File: config.mk
export PLATFORM = sky130hd
export DESIGN_NAME = nucleotide_stream_packer_segmenter_unit_flat
export DESIGN_NICKNAME = d
export VERILOG_FILES = /design/src/rtl/nsps_pkg.sv /design/src/rtl/nsps_in_if.sv /design/src/rtl/nsps_out_if.sv /design/src/rtl/nsps_cfg.sv /design/src/rtl/nsps_core.sv /design/src/rtl/nsps_rbuf.sv /design/src/rtl/nucleotide_stream_packer_segmenter_unit.sv /design/src/flat_wrapper.sv
export VERILOG_INCLUDE_DIRS = /design/src /design/src/rtl
export SDC_FILE = /design/constraint.sdc
export NUM_CORES = 2
export LEC_CHECK = 0
export ABC_CLOCK_PERIOD_IN_PS = 79600
export BUFFER_PORTS_ARGS = -buffer_cell sky130_fd_sc_hd__buf_2
export CAP_MARGIN = 20
export CELL_PAD_IN_SITES_DETAIL_PLACEMENT = 0
export CELL_PAD_IN_SITES_GLOBAL_PLACEMENT = 1
export CORE_ASPECT_RATIO = 0.7
export CORE_UTILIZATION = 30
export CTS_BUF_LIST = sky130_fd_sc_hd__clkbuf_8
export DETAILED_ROUTE_END_ITERATION = 6
export PLACE_DENSITY_LB_ADDON = 0.25
export SYNTH_ARGS = -nofsm -noshare
export SYNTH_HDL_FRONTEND = slang
export SYNTH_SLANG_ARGS = --single-unit
export TNS_END_PERCENT = 20
File: constraint.sdc
create_clock -name clk -period 79.6 [get_ports clk]
set_input_delay 19.9 -clock clk [delete_from_list [all_inputs] [get_ports clk]]
set_output_delay 19.9 -clock clk [all_outputs]
set_load 0.02 [all_outputs]
File: src/rtl/assert_macros.svh
// assertion helpers shared by the rtl files
// every checked module provides clk and arst_n
`ifndef ASSERT_MACROS_SVH
`define ASSERT_MACROS_SVH

// property checked on every rising clock edge outside reset
`define ASSERT_CLK(label, prop, msg) \
	label: assert property (@(posedge clk) disable iff (!arst_n) (prop)) \
		else $error(msg);

// condition in one cycle implies a consequence in the next
`define ASSERT_NEXT(label, ante, cons, msg) \
	label: assert property (@(posedge clk) disable iff (!arst_n) (ante) |=> (cons)) \
		else $error(msg);

`endif

File: src/rtl/nsps_pkg.sv
// ----------------------------------------------------------------------------
// nsps_pkg
// Shared types and constants of the nucleotide stream packer and segmenter.
// ----------------------------------------------------------------------------
`default_nettype none

package nsps_pkg;

	// result kinds
	localparam logic [1:0] KIND_BASE    = 2'd0;
	localparam logic [1:0] KIND_PIECE   = 2'd1;
	localparam logic [1:0] KIND_SUMMARY = 2'd2;

	// input actions
	localparam logic ACT_CHAR = 1'b0;
	localparam logic ACT_END  = 1'b1;

	// character codes
	localparam logic [7:0] CHAR_HEADER    = 8'h3E;
	localparam logic [7:0] CHAR_PRINT_LO  = 8'h21;
	localparam logic [7:0] CHAR_PRINT_HI  = 8'h7E;

	// 2-bit base codes
	localparam logic [1:0] BASE_A = 2'd0;
	localparam logic [1:0] BASE_C = 2'd1;
	localparam logic [1:0] BASE_G = 2'd2;
	localparam logic [1:0] BASE_T = 2'd3;

	// configuration register file
	localparam int         CFG_ADDR_W   = 3;
	localparam int         BAND_W       = 16;
	localparam logic       REG_BAND     = 1'b0;
	localparam logic [BAND_W-1:0] BAND_RESET = 16'd10;

	// result buffer
	localparam int RB_DEPTH = 4;
	localparam int RB_PTR_W = $clog2(RB_DEPTH);
	localparam int RB_CNT_W = $clog2(RB_DEPTH + 1);

	// one result transaction
	typedef struct packed {
		logic [1:0]  kind;
		logic [1:0]  base_code;
		logic [31:0] piece_number;
		logic [31:0] piece_lead_unknown;
		logic [31:0] piece_body_len;
		logic [31:0] seq_len;
		logic [31:0] total_a;
		logic [31:0] total_c;
		logic [31:0] total_g;
		logic [31:0] total_t;
		logic [31:0] total_unknown;
		logic        last;
	} res_t;

	// results produced by one accepted item
	typedef struct packed {
		logic [1:0] n;
		res_t       r0;
		res_t       r1;
	} push_t;

endpackage

`default_nettype wire

File: src/rtl/nsps_in_if.sv
// ----------------------------------------------------------------------------
// nsps_in_if
// Character channel: valid/ready handshake with one sequence character.
// ----------------------------------------------------------------------------
`default_nettype none

interface nsps_in_if;
	logic       valid;
	logic       ready;
	logic       action;
	logic [7:0] char_byte;
	logic [1:0] fill_code;

	modport source(output valid, action, char_byte, fill_code, input ready);
	modport sink(input valid, action, char_byte, fill_code, output ready);
endinterface

`default_nettype wire

File: src/rtl/nsps_out_if.sv
// ----------------------------------------------------------------------------
// nsps_out_if
// Result channel: valid/ready handshake with one base, piece or summary.
// ----------------------------------------------------------------------------
`default_nettype none

interface nsps_out_if;
	logic        valid;
	logic        ready;
	logic [1:0]  kind;
	logic [1:0]  base_code;
	logic [31:0] piece_number;
	logic [31:0] piece_lead_unknown;
	logic [31:0] piece_body_len;
	logic [31:0] seq_len;
	logic [31:0] total_a;
	logic [31:0] total_c;
	logic [31:0] total_g;
	logic [31:0] total_t;
	logic [31:0] total_unknown;
	logic        last;

	modport source(output valid, kind, base_code, piece_number, piece_lead_unknown,
		piece_body_len, seq_len, total_a, total_c, total_g, total_t, total_unknown,
		last, input ready);
	modport sink(input valid, kind, base_code, piece_number, piece_lead_unknown,
		piece_body_len, seq_len, total_a, total_c, total_g, total_t, total_unknown,
		last, output ready);
endinterface

`default_nettype wire

File: src/rtl/nsps_cfg.sv
// ----------------------------------------------------------------------------
// nsps_cfg
// APB register slave holding the unknown-run band.
// ----------------------------------------------------------------------------
`default_nettype none

module nsps_cfg import nsps_pkg::*; (
	input  wire logic                  clk,
	input  wire logic                  arst_n,
	input  wire logic                  psel,
	input  wire logic                  penable,
	input  wire logic                  pwrite,
	input  wire logic [CFG_ADDR_W-1:0] paddr,
	input  wire logic [31:0]           pwdata,
	output logic      [31:0]           prdata,
	output logic                       pready,
	output logic      [BAND_W-1:0]     band
);

	logic [BAND_W-1:0] band_q;
	logic              wr_band;

	// access phase write to the band register
	assign wr_band = psel && penable && pwrite && (paddr[2] == REG_BAND);

	always_ff @(posedge clk or negedge arst_n) begin
		if (!arst_n) begin
			band_q <= BAND_RESET;
		end else if (wr_band) begin
			band_q <= pwdata[BAND_W-1:0];
		end
	end

	// read back, unmapped addresses read zero
	always_comb begin
		prdata = '0;
		if (paddr[2] == REG_BAND) begin
			prdata = {{(32-BAND_W){1'b0}}, band_q};
		end
	end

	assign pready = 1'b1;
	assign band   = band_q;

endmodule

`default_nettype wire

File: src/rtl/nsps_core.sv
// ----------------------------------------------------------------------------
// nsps_core
// Per-character classification, piece bookkeeping and result formation.
// ----------------------------------------------------------------------------
`default_nettype none

module nsps_core import nsps_pkg::*; #(
	parameter int COUNT_WIDTH = 32
) (
	input  wire logic        clk,
	input  wire logic        arst_n,
	nsps_in_if.sink          in,
	input  wire logic        room,
	input  wire logic [BAND_W-1:0] band,
	output push_t            push
);

	localparam int CW = COUNT_WIDTH;

	logic [CW-1:0] lead_q, body_q, run_q, idx_q, seq_len_q;
	logic          prev_unk_q;
	logic [CW-1:0] cnt_q [5];

	logic [CW-1:0] lead_d, body_d, run_d, idx_d, seq_len_d;
	logic          prev_unk_d;
	logic [4:0]    cnt_inc;

	logic          accept, is_end, printable, known;
	logic [1:0]    known_code;
	logic [CW-1:0] run_inc;

	// empty result with only the kind set
	function automatic res_t res_blank(input logic [1:0] kind);
		res_t r;
		r      = '0;
		r.kind = kind;
		return r;
	endfunction

	assign accept = in.valid && in.ready;
	assign in.ready = room;

	// character classes
	assign is_end    = (in.action == ACT_END) || (in.char_byte == CHAR_HEADER);
	assign printable = (in.char_byte >= CHAR_PRINT_LO) && (in.char_byte <= CHAR_PRINT_HI);

	always_comb begin
		known      = 1'b1;
		known_code = BASE_A;
		case (in.char_byte)
			"A", "a": known_code = BASE_A;
			"C", "c": known_code = BASE_C;
			"G", "g": known_code = BASE_G;
			"T", "t": known_code = BASE_T;
			default:  known = 1'b0;
		endcase
	end

	assign run_inc = prev_unk_q ? run_q + 1'b1 : run_q;

	// next state and results for the accepted item
	always_comb begin
		lead_d     = lead_q;
		body_d     = body_q;
		run_d      = run_q;
		idx_d      = idx_q;
		seq_len_d  = seq_len_q;
		prev_unk_d = prev_unk_q;
		cnt_inc    = '0;
		push       = '0;
		if (accept) begin
			if (is_end) begin
				push.n                     = 2'd2;
				push.r0                    = res_blank(KIND_PIECE);
				push.r0.piece_number       = 32'(idx_q);
				push.r0.piece_lead_unknown = 32'(lead_q);
				push.r0.piece_body_len     = 32'(body_q);
				push.r1                    = res_blank(KIND_SUMMARY);
				push.r1.seq_len            = 32'(seq_len_q);
				push.r1.total_a            = 32'(cnt_q[0]);
				push.r1.total_c            = 32'(cnt_q[1]);
				push.r1.total_g            = 32'(cnt_q[2]);
				push.r1.total_t            = 32'(cnt_q[3]);
				push.r1.total_unknown      = 32'(cnt_q[4]);
				push.r1.last               = 1'b1;
				lead_d     = '0;
				body_d     = '0;
				run_d      = '0;
				idx_d      = '0;
				seq_len_d  = '0;
				prev_unk_d = 1'b1;
			end else if (printable) begin
				seq_len_d       = seq_len_q + 1'b1;
				push.n          = 2'd1;
				push.r0         = res_blank(KIND_BASE);
				push.r0.last    = 1'b1;
				if (known) begin
					push.r0.base_code   = known_code;
					run_d               = '0;
					prev_unk_d          = 1'b0;
					body_d              = body_q + 1'b1;
					cnt_inc[known_code] = 1'b1;
				end else begin
					push.r0.base_code = in.fill_code;
					run_d             = run_inc;
					prev_unk_d        = 1'b1;
					cnt_inc[4]        = 1'b1;
					if (body_q == '0) begin
						lead_d = lead_q + 1'b1;
					end else if (run_inc >= CW'(band)) begin
						// long unknown run closes the current piece
						push.n                     = 2'd2;
						push.r0.last               = 1'b0;
						push.r1                    = res_blank(KIND_PIECE);
						push.r1.piece_number       = 32'(idx_q);
						push.r1.piece_lead_unknown = 32'(lead_q);
						push.r1.piece_body_len     = 32'(body_q);
						push.r1.last               = 1'b1;
						run_d  = CW'(1);
						idx_d  = idx_q + 1'b1;
						lead_d = CW'(1);
						body_d = '0;
					end else begin
						body_d = body_q + 1'b1;
					end
				end
			end
		end
	end

	// sequence state
	always_ff @(posedge clk or negedge arst_n) begin
		if (!arst_n) begin
			lead_q     <= '0;
			body_q     <= '0;
			run_q      <= '0;
			idx_q      <= '0;
			seq_len_q  <= '0;
			prev_unk_q <= 1'b1;
		end else begin
			lead_q     <= lead_d;
			body_q     <= body_d;
			run_q      <= run_d;
			idx_q      <= idx_d;
			seq_len_q  <= seq_len_d;
			prev_unk_q <= prev_unk_d;
		end
	end

	// running base counts, kept across sequences
	always_ff @(posedge clk or negedge arst_n) begin
		if (!arst_n) begin
			for (int i = 0; i < 5; i++) begin
				cnt_q[i] <= '0;
			end
		end else begin
			for (int i = 0; i < 5; i++) begin
				if (cnt_inc[i]) begin
					cnt_q[i] <= cnt_q[i] + 1'b1;
				end
			end
		end
	end

	`include "assert_macros.svh"

	`ASSERT_CLK(a_summary_last, (push.n == 2'd2 && push.r1.kind == KIND_SUMMARY) |-> push.r1.last, "summary not marked last")
	`ASSERT_NEXT(a_end_clears, accept && is_end, seq_len_q == '0 && body_q == '0 && prev_unk_q, "sequence state not cleared after end")
	`ASSERT_CLK(a_body_lead, (accept && printable && !is_end && !known && body_q == '0) |-> push.n == 2'd1, "piece split with empty body")

endmodule

`default_nettype wire

File: src/rtl/nsps_rbuf.sv
// ----------------------------------------------------------------------------
// nsps_rbuf
// Four-entry result buffer taking up to two results a cycle, one out.
// ----------------------------------------------------------------------------
`default_nettype none

module nsps_rbuf import nsps_pkg::*; (
	input  wire logic clk,
	input  wire logic arst_n,
	input  push_t     push,
	output logic      room,
	nsps_out_if.source out
);

	res_t                ent_q [RB_DEPTH];
	logic [RB_PTR_W-1:0] wr_ptr_q, rd_ptr_q;
	logic [RB_CNT_W-1:0] cnt_q;
	logic                pop;
	res_t                head;

	// space for the worst case of two results
	assign room = (cnt_q <= RB_CNT_W'(RB_DEPTH - 2));
	assign pop  = out.valid && out.ready;

	// entry storage
	always_ff @(posedge clk) begin
		if (push.n != 2'd0) begin
			ent_q[wr_ptr_q] <= push.r0;
		end
		if (push.n == 2'd2) begin
			ent_q[wr_ptr_q + 1'b1] <= push.r1;
		end
	end

	// pointers and fill count
	always_ff @(posedge clk or negedge arst_n) begin
		if (!arst_n) begin
			wr_ptr_q <= '0;
			rd_ptr_q <= '0;
			cnt_q    <= '0;
		end else begin
			wr_ptr_q <= wr_ptr_q + RB_PTR_W'(push.n);
			rd_ptr_q <= rd_ptr_q + RB_PTR_W'(pop);
			cnt_q    <= cnt_q + RB_CNT_W'(push.n) - RB_CNT_W'(pop);
		end
	end

	// head entry drives the result channel
	assign head                   = ent_q[rd_ptr_q];
	assign out.valid              = (cnt_q != '0);
	assign out.kind               = head.kind;
	assign out.base_code          = head.base_code;
	assign out.piece_number       = head.piece_number;
	assign out.piece_lead_unknown = head.piece_lead_unknown;
	assign out.piece_body_len     = head.piece_body_len;
	assign out.seq_len            = head.seq_len;
	assign out.total_a            = head.total_a;
	assign out.total_c            = head.total_c;
	assign out.total_g            = head.total_g;
	assign out.total_t            = head.total_t;
	assign out.total_unknown      = head.total_unknown;
	assign out.last               = head.last;

	`include "assert_macros.svh"

	`ASSERT_CLK(a_cnt_max, cnt_q <= RB_CNT_W'(RB_DEPTH), "result buffer overflow")
	`ASSERT_CLK(a_push_room, (push.n != 2'd0) |-> room, "results pushed without room")
	`ASSERT_NEXT(a_stall_keeps, out.valid && !out.ready, cnt_q >= $past(cnt_q), "results lost while stalled")

endmodule

`default_nettype wire

File: src/rtl/nucleotide_stream_packer_segmenter_unit.sv
// ----------------------------------------------------------------------------
// nucleotide_stream_packer_segmenter_unit
// Packs sequence characters into 2-bit bases and cuts pieces at unknown runs.
// ----------------------------------------------------------------------------
// Usage:
//   in  : one character transaction per cycle while in.ready is high (action, char_byte, fill_code).
//         A '>' byte or action end closes the sequence.
//   out : base, closed piece record or sequence summary; last marks the final
//         result of an input transaction.
//   APB : register 0 at address 0 holds the unknown-run band (reset 10).
// Results: each result is registered in the result buffer and presented on out from its head entry.
// Throughput: one character per cycle. A character or end that yields two
//   results takes two output slots; the four-entry result buffer accepts a
//   new input whenever at least two slots are free, so input stalls only
//   when the receiver holds out.ready low or two-result items pile up.
// Ignored bytes (outside 0x21..0x7E) are accepted and give no result.
// Reset: clears all counters and the result buffer; the band returns to 10.
// Receiver stall: results wait in the buffer; in.ready drops once fewer than
//   two slots remain, and nothing is lost or repeated.
// ----------------------------------------------------------------------------
`default_nettype none

module nucleotide_stream_packer_segmenter_unit import nsps_pkg::*; #(
	parameter int COUNT_WIDTH = 32
) (
	input  wire logic                  clk,
	input  wire logic                  arst_n,
	nsps_in_if.sink                    in,
	nsps_out_if.source                 out,
	input  wire logic                  psel,
	input  wire logic                  penable,
	input  wire logic                  pwrite,
	input  wire logic [CFG_ADDR_W-1:0] paddr,
	input  wire logic [31:0]           pwdata,
	output logic      [31:0]           prdata,
	output logic                       pready
);

	logic [BAND_W-1:0] band;
	logic              room;
	push_t             push;

	// configuration register
	nsps_cfg u_cfg (
		.clk     (clk),
		.arst_n  (arst_n),
		.psel    (psel),
		.penable (penable),
		.pwrite  (pwrite),
		.paddr   (paddr),
		.pwdata  (pwdata),
		.prdata  (prdata),
		.pready  (pready),
		.band    (band)
	);

	// classification and piece state
	nsps_core #(
		.COUNT_WIDTH (COUNT_WIDTH)
	) u_core (
		.clk    (clk),
		.arst_n (arst_n),
		.in     (in),
		.room   (room),
		.band   (band),
		.push   (push)
	);

	// result buffer
	nsps_rbuf u_rbuf (
		.clk    (clk),
		.arst_n (arst_n),
		.push   (push),
		.room   (room),
		.out    (out)
	);

endmodule

`default_nettype wire

File: src/flat_wrapper.sv
// flat-port wrapper written by rule: the top's interface ports become plain ports
module nucleotide_stream_packer_segmenter_unit_flat import nsps_pkg::*;
#(
	parameter int COUNT_WIDTH = 32
)
  (clk, arst_n, psel, penable, pwrite, paddr, pwdata, prdata, pready, in_valid, in_action, in_char_byte, in_fill_code, in_ready, out_valid, out_kind, out_base_code, out_piece_number, out_piece_lead_unknown, out_piece_body_len, out_seq_len, out_total_a, out_total_c, out_total_g, out_total_t, out_total_unknown, out_last, out_ready);
  nsps_in_if in_i ();
  nsps_out_if out_i ();
  input  wire logic clk;
  input  wire logic arst_n;
  input  wire logic psel;
  input  wire logic penable;
  input  wire logic pwrite;
  input  wire logic [CFG_ADDR_W-1:0] paddr;
  input  wire logic [31:0] pwdata;
  output logic      [31:0] prdata;
  output logic pready;
  input wire logic [$bits(in_i.valid)-1:0] in_valid;
  input wire logic [$bits(in_i.action)-1:0] in_action;
  input wire logic [$bits(in_i.char_byte)-1:0] in_char_byte;
  input wire logic [$bits(in_i.fill_code)-1:0] in_fill_code;
  output wire logic [$bits(in_i.ready)-1:0] in_ready;
  output wire logic [$bits(out_i.valid)-1:0] out_valid;
  output wire logic [$bits(out_i.kind)-1:0] out_kind;
  output wire logic [$bits(out_i.base_code)-1:0] out_base_code;
  output wire logic [$bits(out_i.piece_number)-1:0] out_piece_number;
  output wire logic [$bits(out_i.piece_lead_unknown)-1:0] out_piece_lead_unknown;
  output wire logic [$bits(out_i.piece_body_len)-1:0] out_piece_body_len;
  output wire logic [$bits(out_i.seq_len)-1:0] out_seq_len;
  output wire logic [$bits(out_i.total_a)-1:0] out_total_a;
  output wire logic [$bits(out_i.total_c)-1:0] out_total_c;
  output wire logic [$bits(out_i.total_g)-1:0] out_total_g;
  output wire logic [$bits(out_i.total_t)-1:0] out_total_t;
  output wire logic [$bits(out_i.total_unknown)-1:0] out_total_unknown;
  output wire logic [$bits(out_i.last)-1:0] out_last;
  input wire logic [$bits(out_i.ready)-1:0] out_ready;
  assign in_i.valid = in_valid;
  assign in_i.action = in_action;
  assign in_i.char_byte = in_char_byte;
  assign in_i.fill_code = in_fill_code;
  assign in_ready = in_i.ready;
  assign out_valid = out_i.valid;
  assign out_kind = out_i.kind;
  assign out_base_code = out_i.base_code;
  assign out_piece_number = out_i.piece_number;
  assign out_piece_lead_unknown = out_i.piece_lead_unknown;
  assign out_piece_body_len = out_i.piece_body_len;
  assign out_seq_len = out_i.seq_len;
  assign out_total_a = out_i.total_a;
  assign out_total_c = out_i.total_c;
  assign out_total_g = out_i.total_g;
  assign out_total_t = out_i.total_t;
  assign out_total_unknown = out_i.total_unknown;
  assign out_last = out_i.last;
  assign out_i.ready = out_ready;
  nucleotide_stream_packer_segmenter_unit #(.COUNT_WIDTH(COUNT_WIDTH)) u_core (.clk(clk), .arst_n(arst_n), .in(in_i), .out(out_i), .psel(psel), .penable(penable), .pwrite(pwrite), .paddr(paddr), .pwdata(pwdata), .prdata(prdata), .pready(pready));
endmodule
Yosys cells after proc, flatten, opt, wreduce, memory -nomap -nowiden
Memory sizes are Yosys's and may differ from the RTL's.
Index checks and enable logic that the tools add are counted.

storage, ports and cells
  register bits after elaboration = 344
  RAM bits = 1172
  input bits = 53
  output and inout port bits = 328
  word-level logic and storage cells = 122
  memories = 1

memory list
  memory               words  bits a word  read ports  clocked after memory_dff  write ports  line             RTL
  u_core.u_rbuf.ent_q  4      293          1           0                         2            nsps_rbuf.sv:15  res_t ent_q [RB_DEPTH];

operators by class
  add/sub/neg operators = 15
  order comparisons = 6
  equality and inequality tests = 13
  muxes and demuxes = 49
  bitwise logic cells = 1
  reductions and logical operators = 22

operators by type and width
  cell                   number
  $mux 588               3
  $mux 294               3
  $mux 32                23
  $add 32x1->32 const B  10
  $eq 8x7->1 const B     8
  $ge 32x16->1           1
  $logic_not 32->1       1
  $mux 16                1
  $mux 5                 3
  $mux 1                 9
  $eq 8x6->1 const B     1
  $ge 8x6->1 const B     1
  $le 8x7->1 const B     1
  $mux 2                 4
  $reduce_or 8->1        1
  $logic_and 1x1->1      7
  $pmux 2 s3             1
  $reduce_bool 2->1      3
  $reduce_bool 3->1      2
  $reduce_or 2->1        3
  $reduce_and 5->1       1
  $lt 2x4->1 const B     1
  $mux 4                 1
  $ne 2x2->1 const B     2
  other kinds (15)       15

Longest topological paths before layout
  depth in word-level cells = 12
  depth in mapped cells = 20
  mapped depth without buffers = 19

Hierarchy
A second synthesis with hierarchy kept.

unflattened totals
  cell total of the unflattened synthesis = 5311
  area, all modules = 78128.7 sq um

by module, submodules not included
  module     instances  cells an instance  area each (sq um)  sequential area each (sq um)
  nsps_rbuf  1          2876               56668.1            35368.9
  nsps_core  1          2365               20558.5            8034.0
  nsps_cfg   1          70                 902.1              402.9

Worst setup path after synthesis
Ideal clock, no wire load.

  kind = in2reg
  start = input in_char_byte[1]
  end = memory u_core.u_rbuf.ent_q[0][0] (netlist name), enable pin
  library setup time = 1.346 ns
  data arrival time = 41.636 ns
  required time = 78.254 ns
  setup slack = 36.618 ns
  cell stages on the path = 8
  buffers on the path = 2
  path through = buf_2 and4_1 a31oi_1 nor3_1 nand2_1 clkbuf_1 and2_1 o21ai_0

RTL lines
  element             line                RTL
  start: declaration  flat_wrapper.sv:20  input wire logic [$bits(in_i.char_byte)-1:0] in_char_byte;
  end: declaration    nsps_rbuf.sv:15

Worst setup path after layout
  start = input paddr[2]
  end = output prdata[10]

between the ends
  longest elaborated chain between the ends = 1

RTL lines
  element             line                RTL
  start: declaration  flat_wrapper.sv:14  input wire logic [CFG_ADDR_W-1:0] paddr;
  $mux 16             nsps_cfg.sv:37      if (paddr[2] == REG_BAND) begin
  end: declaration    flat_wrapper.sv:16  output logic [31:0] prdata;

No other way between the ends.

==> impl_metrics.json <==
{
  "timing.final.crit_share_pct": 50.6,
  "ant_nets": 0,
  "criticalPathCategory": "in2out",
  "grt.total_usage_pct": 16.5,
  "worstPathRequired_ps": 59700,
  "routed_via_density": 4.77,
  "fp.dieW_um": 571,
  "syn_inst": 4734,
  "ys_warn_count": 0,
  "crit_path_start_kind": "input pin",
  "final_hold_viol_count": 0,
  "antenna_found_initial": 12,
  "grt_pass1_wl_um": 284000,
  "slowest_stage": "buf_2",
  "cts_setup_buffers": 0,
  "fmax_mhz": 24.8,
  "relSlewSlack_pct": 25.6,
  "die_height_um": 400,
  "crit_path_max_fanout": 17,
  "yosysTopAreaCell": "edfxtp_1",
  "cts_inserted_buffers": 268,
  "synth_area_per_cell_um2": 14.4,
  "drt-pass1-iter-count": 5,
  "total_leakage_power_uw": 0.0294,
  "design.die.area_um2": 229000,
  "status": "finished clean",
  "ys_seq_area_share_pct": 64.3,
  "cts_resized": 0,
  "num_io_pins": 381,
  "setup_viol": 0,
  "drv_cap": 0,
  "tightest_slew_ps": 1120,
  "final_common_cell": "edfxtp_1",
  "worst_slack_ps": 39310,
  "cts.path.max_buffers": 4,
  "clk_pin_slew_worst_paths_ps": 60,
  "slowest_delay_ps": 240,
  "syn_area_um2": 68000,
  "finalWirelength_um": 191000,
  "slew_violations": 0,
  "drt_iter0_markers": 2590,
  "initial_core_util_pct": 30.3,
  "clk_latency_ps": 900,
  "grt_setup_unrepaired": "no",
  "period_minus_slack_ps": 40290,
  "hpwlAfterDp_um": 108000,
  "hold_path.class": "reg2reg",
  "crit_buf_inv": 2,
  "core_area_um2": 224000,
  "synth_edf_count": 1164,
  "synth.distinct_cells": 87,
  "drive_gt1_share_pct": 21.6,
  "fill_cells": 21807,
  "crit_chain": "buf_2 -> nor2_1 -> buf_2",
  "synth_top_area_share_pct": 51.4,
  "overflow": 0,
  "grt_max_degree": 153,
  "finClkSkew_ps": 72.2,
  "nets": 5208,
  "cts_tree": "done",
  "cts_sinks": 1516,
  "wl_per_cell_um": 22.8,
  "gp_congestion": 0.748,
  "fin_tns_setup_ps": 0,
  "final_cell_mix": "edfxtp_1, and2_1, buf_2",
  "cpLargestDelayFamily": "buffers and inverters",
  "root_buffer": "clkbuf_8",
  "holdBufCountCts": 0,
  "ys_ff_latch": 1516,
  "crit_path_frequent_cell": "buf_2",
  "rows": 145,
  "hold-worst-slack_ps": 475,
  "vias": 39833,
  "first_global_vias": 40686,
  "io_buffer_count": 345,
  "cp_data_arrival_time_ps": 20390,
  "cp-end-kind": "primary output",
  "async_flop_share_pct": 22.7,
  "synthTopCellsByArea": "edfxtp_1, dfrtp_1, mux4_2, and2_1, xnor2_1",
  "power_density_nw_per_um2": 31.8,
  "synthToLayoutAreaGrowth_pct": 15.0,
  "cts-htree-levels": 5,
  "pre_cts_slack_ps": 39300,
  "ir_drop_mv": 0.0262,
  "synth-main-ff-cell": "edfxtp_1",
  "drc": 0
}
## path summary, 6_finish.rpt
path                                                                from  cells after the start  slack [ps]                                  endpoint
worst max-delay path                                            paddr[2]                      3       39310                                prdata[10]
worst min-delay path            u_core.u_rbuf.ent_q[1][289]$_SDFFE_PP0N_                      2         480  u_core.u_rbuf.ent_q[1][289]$_SDFFE_PP0N_
worst max register to register      u_core.u_core.prev_unk_q$_DFFE_PN1P_                     18       71250       u_core.u_rbuf.ent_q[1][5]$_DFFE_PP_
worst min register to register  u_core.u_rbuf.ent_q[1][289]$_SDFFE_PP0N_                      2         480  u_core.u_rbuf.ent_q[1][289]$_SDFFE_PP0N_
max in group asynchronous                                         arst_n                      3       58380      u_core.u_core.cnt_q[158]$_DFFE_PN0P_
min in group asynchronous                                         arst_n                      1       18950       u_core.u_core.cnt_q[95]$_DFFE_PN0P_
## cell families (layout without fill, tap and decap cells)
group	after synthesis	in the layout	synth area share, %
flops	1516	1516	64.3
compound gates	241	241	2.48
xor+xnor	240	240	3.09
buf+inv	396	983	2.44
mux	328	328	10.3
other cells	2	22	0.0110
fa+ha+maj	33	33	0.618
simple gates	1978	1978	16.8
## registers in the layout (all words and copies together) (netlist names), 3 cells and up
signal / count
u_core.u_core.seq_len_q: 32
u_core.u_core.idx_q: 32
u_core.u_core.cnt_q: 160
u_core.u_core.run_q: 32
u_core.u_core.lead_q: 32
u_core.u_rbuf.ent_q: 1172
u_core.u_cfg.band: 16
u_core.u_rbuf.cnt_q: 3
u_core.u_core.body_q: 32
## layer usage
metal,wire (um),part of all wire (%),global-route usage (%)
met1,92600,49,24.5
met4,3890,2.0,3.98
met2,86500,45,25.4
met5,0,0,0
met3,7830,4.1,2.41
## synth_stat cells (13+ instances only)
master    number
a21oi_1       74
o21ai_0       39
nor4_1        27
nor2_1       203
xnor2_1      151
buf_2         18
mux4_2       293
a21o_1        13
nor3_1        53
and4_1        25
mux2_2        25
and3_1       174
nand2_1      160
and2_1       956
edfxtp_1    1164
dfrtp_1      341
buf_4         24
nand4_1       78
buf_1         53
xor2_1        89
nor2b_1       74
a31o_2        14
or3_1         26
ha_1          32
inv_1         79
nand3_1      145
clkbuf_1     210
## layout make-up
cell class / instances / area [um^2] / share of cell area, %
inverter: 82 / 313 / 0.400
tap: 3013 / 3770 / 4.82
clock buffer: 317 / 4360 / 5.58
timing repair buffer: 417 / 2390 / 3.05
clock inverter: 167 / 837 / 1.07
multi-input combinational: 2837 / 22800 / 29.1
sequential: 1516 / 43700 / 55.9
antenna: 5 / 12.5 / 0.0160
## worst register-to-register path: stages (launching register included)
cell	delay [ps]
dfstp_2	660
nand4_1	360
nor4_1	740
and3_1	260
xor2_1	220
ha_1	170
and4_1	210
o2111ai_1	120
a2bb2oi_1	150
a211o_1	380
and4_1	260
nand3_2	220
o21ai_0	200
nand2_2	110
buf_4	650
clkinv_1	660
a21oi_4	900
buf_12	650
buf_4	970
## power breakdown
part / switching [uW] / total, uW / internal (uW)
clock: 339 / 710 / 371
sequential: 50.5 / 1020 / 973
combinational: 501 / 756 / 255
## stage by stage
step	util, %	cells	area (um^2)	power (uW)
finish	34.9	8354	78200	2490
global route	34.9	8353	78200	2610
CTS	34.9	8348	78200	2550
detailed placement	32.5	7864	73000	1830
global placement	32.5	7863	73000	1820
floorplan	-	4749	68000	1580
(Power assumes the default switching activity.)
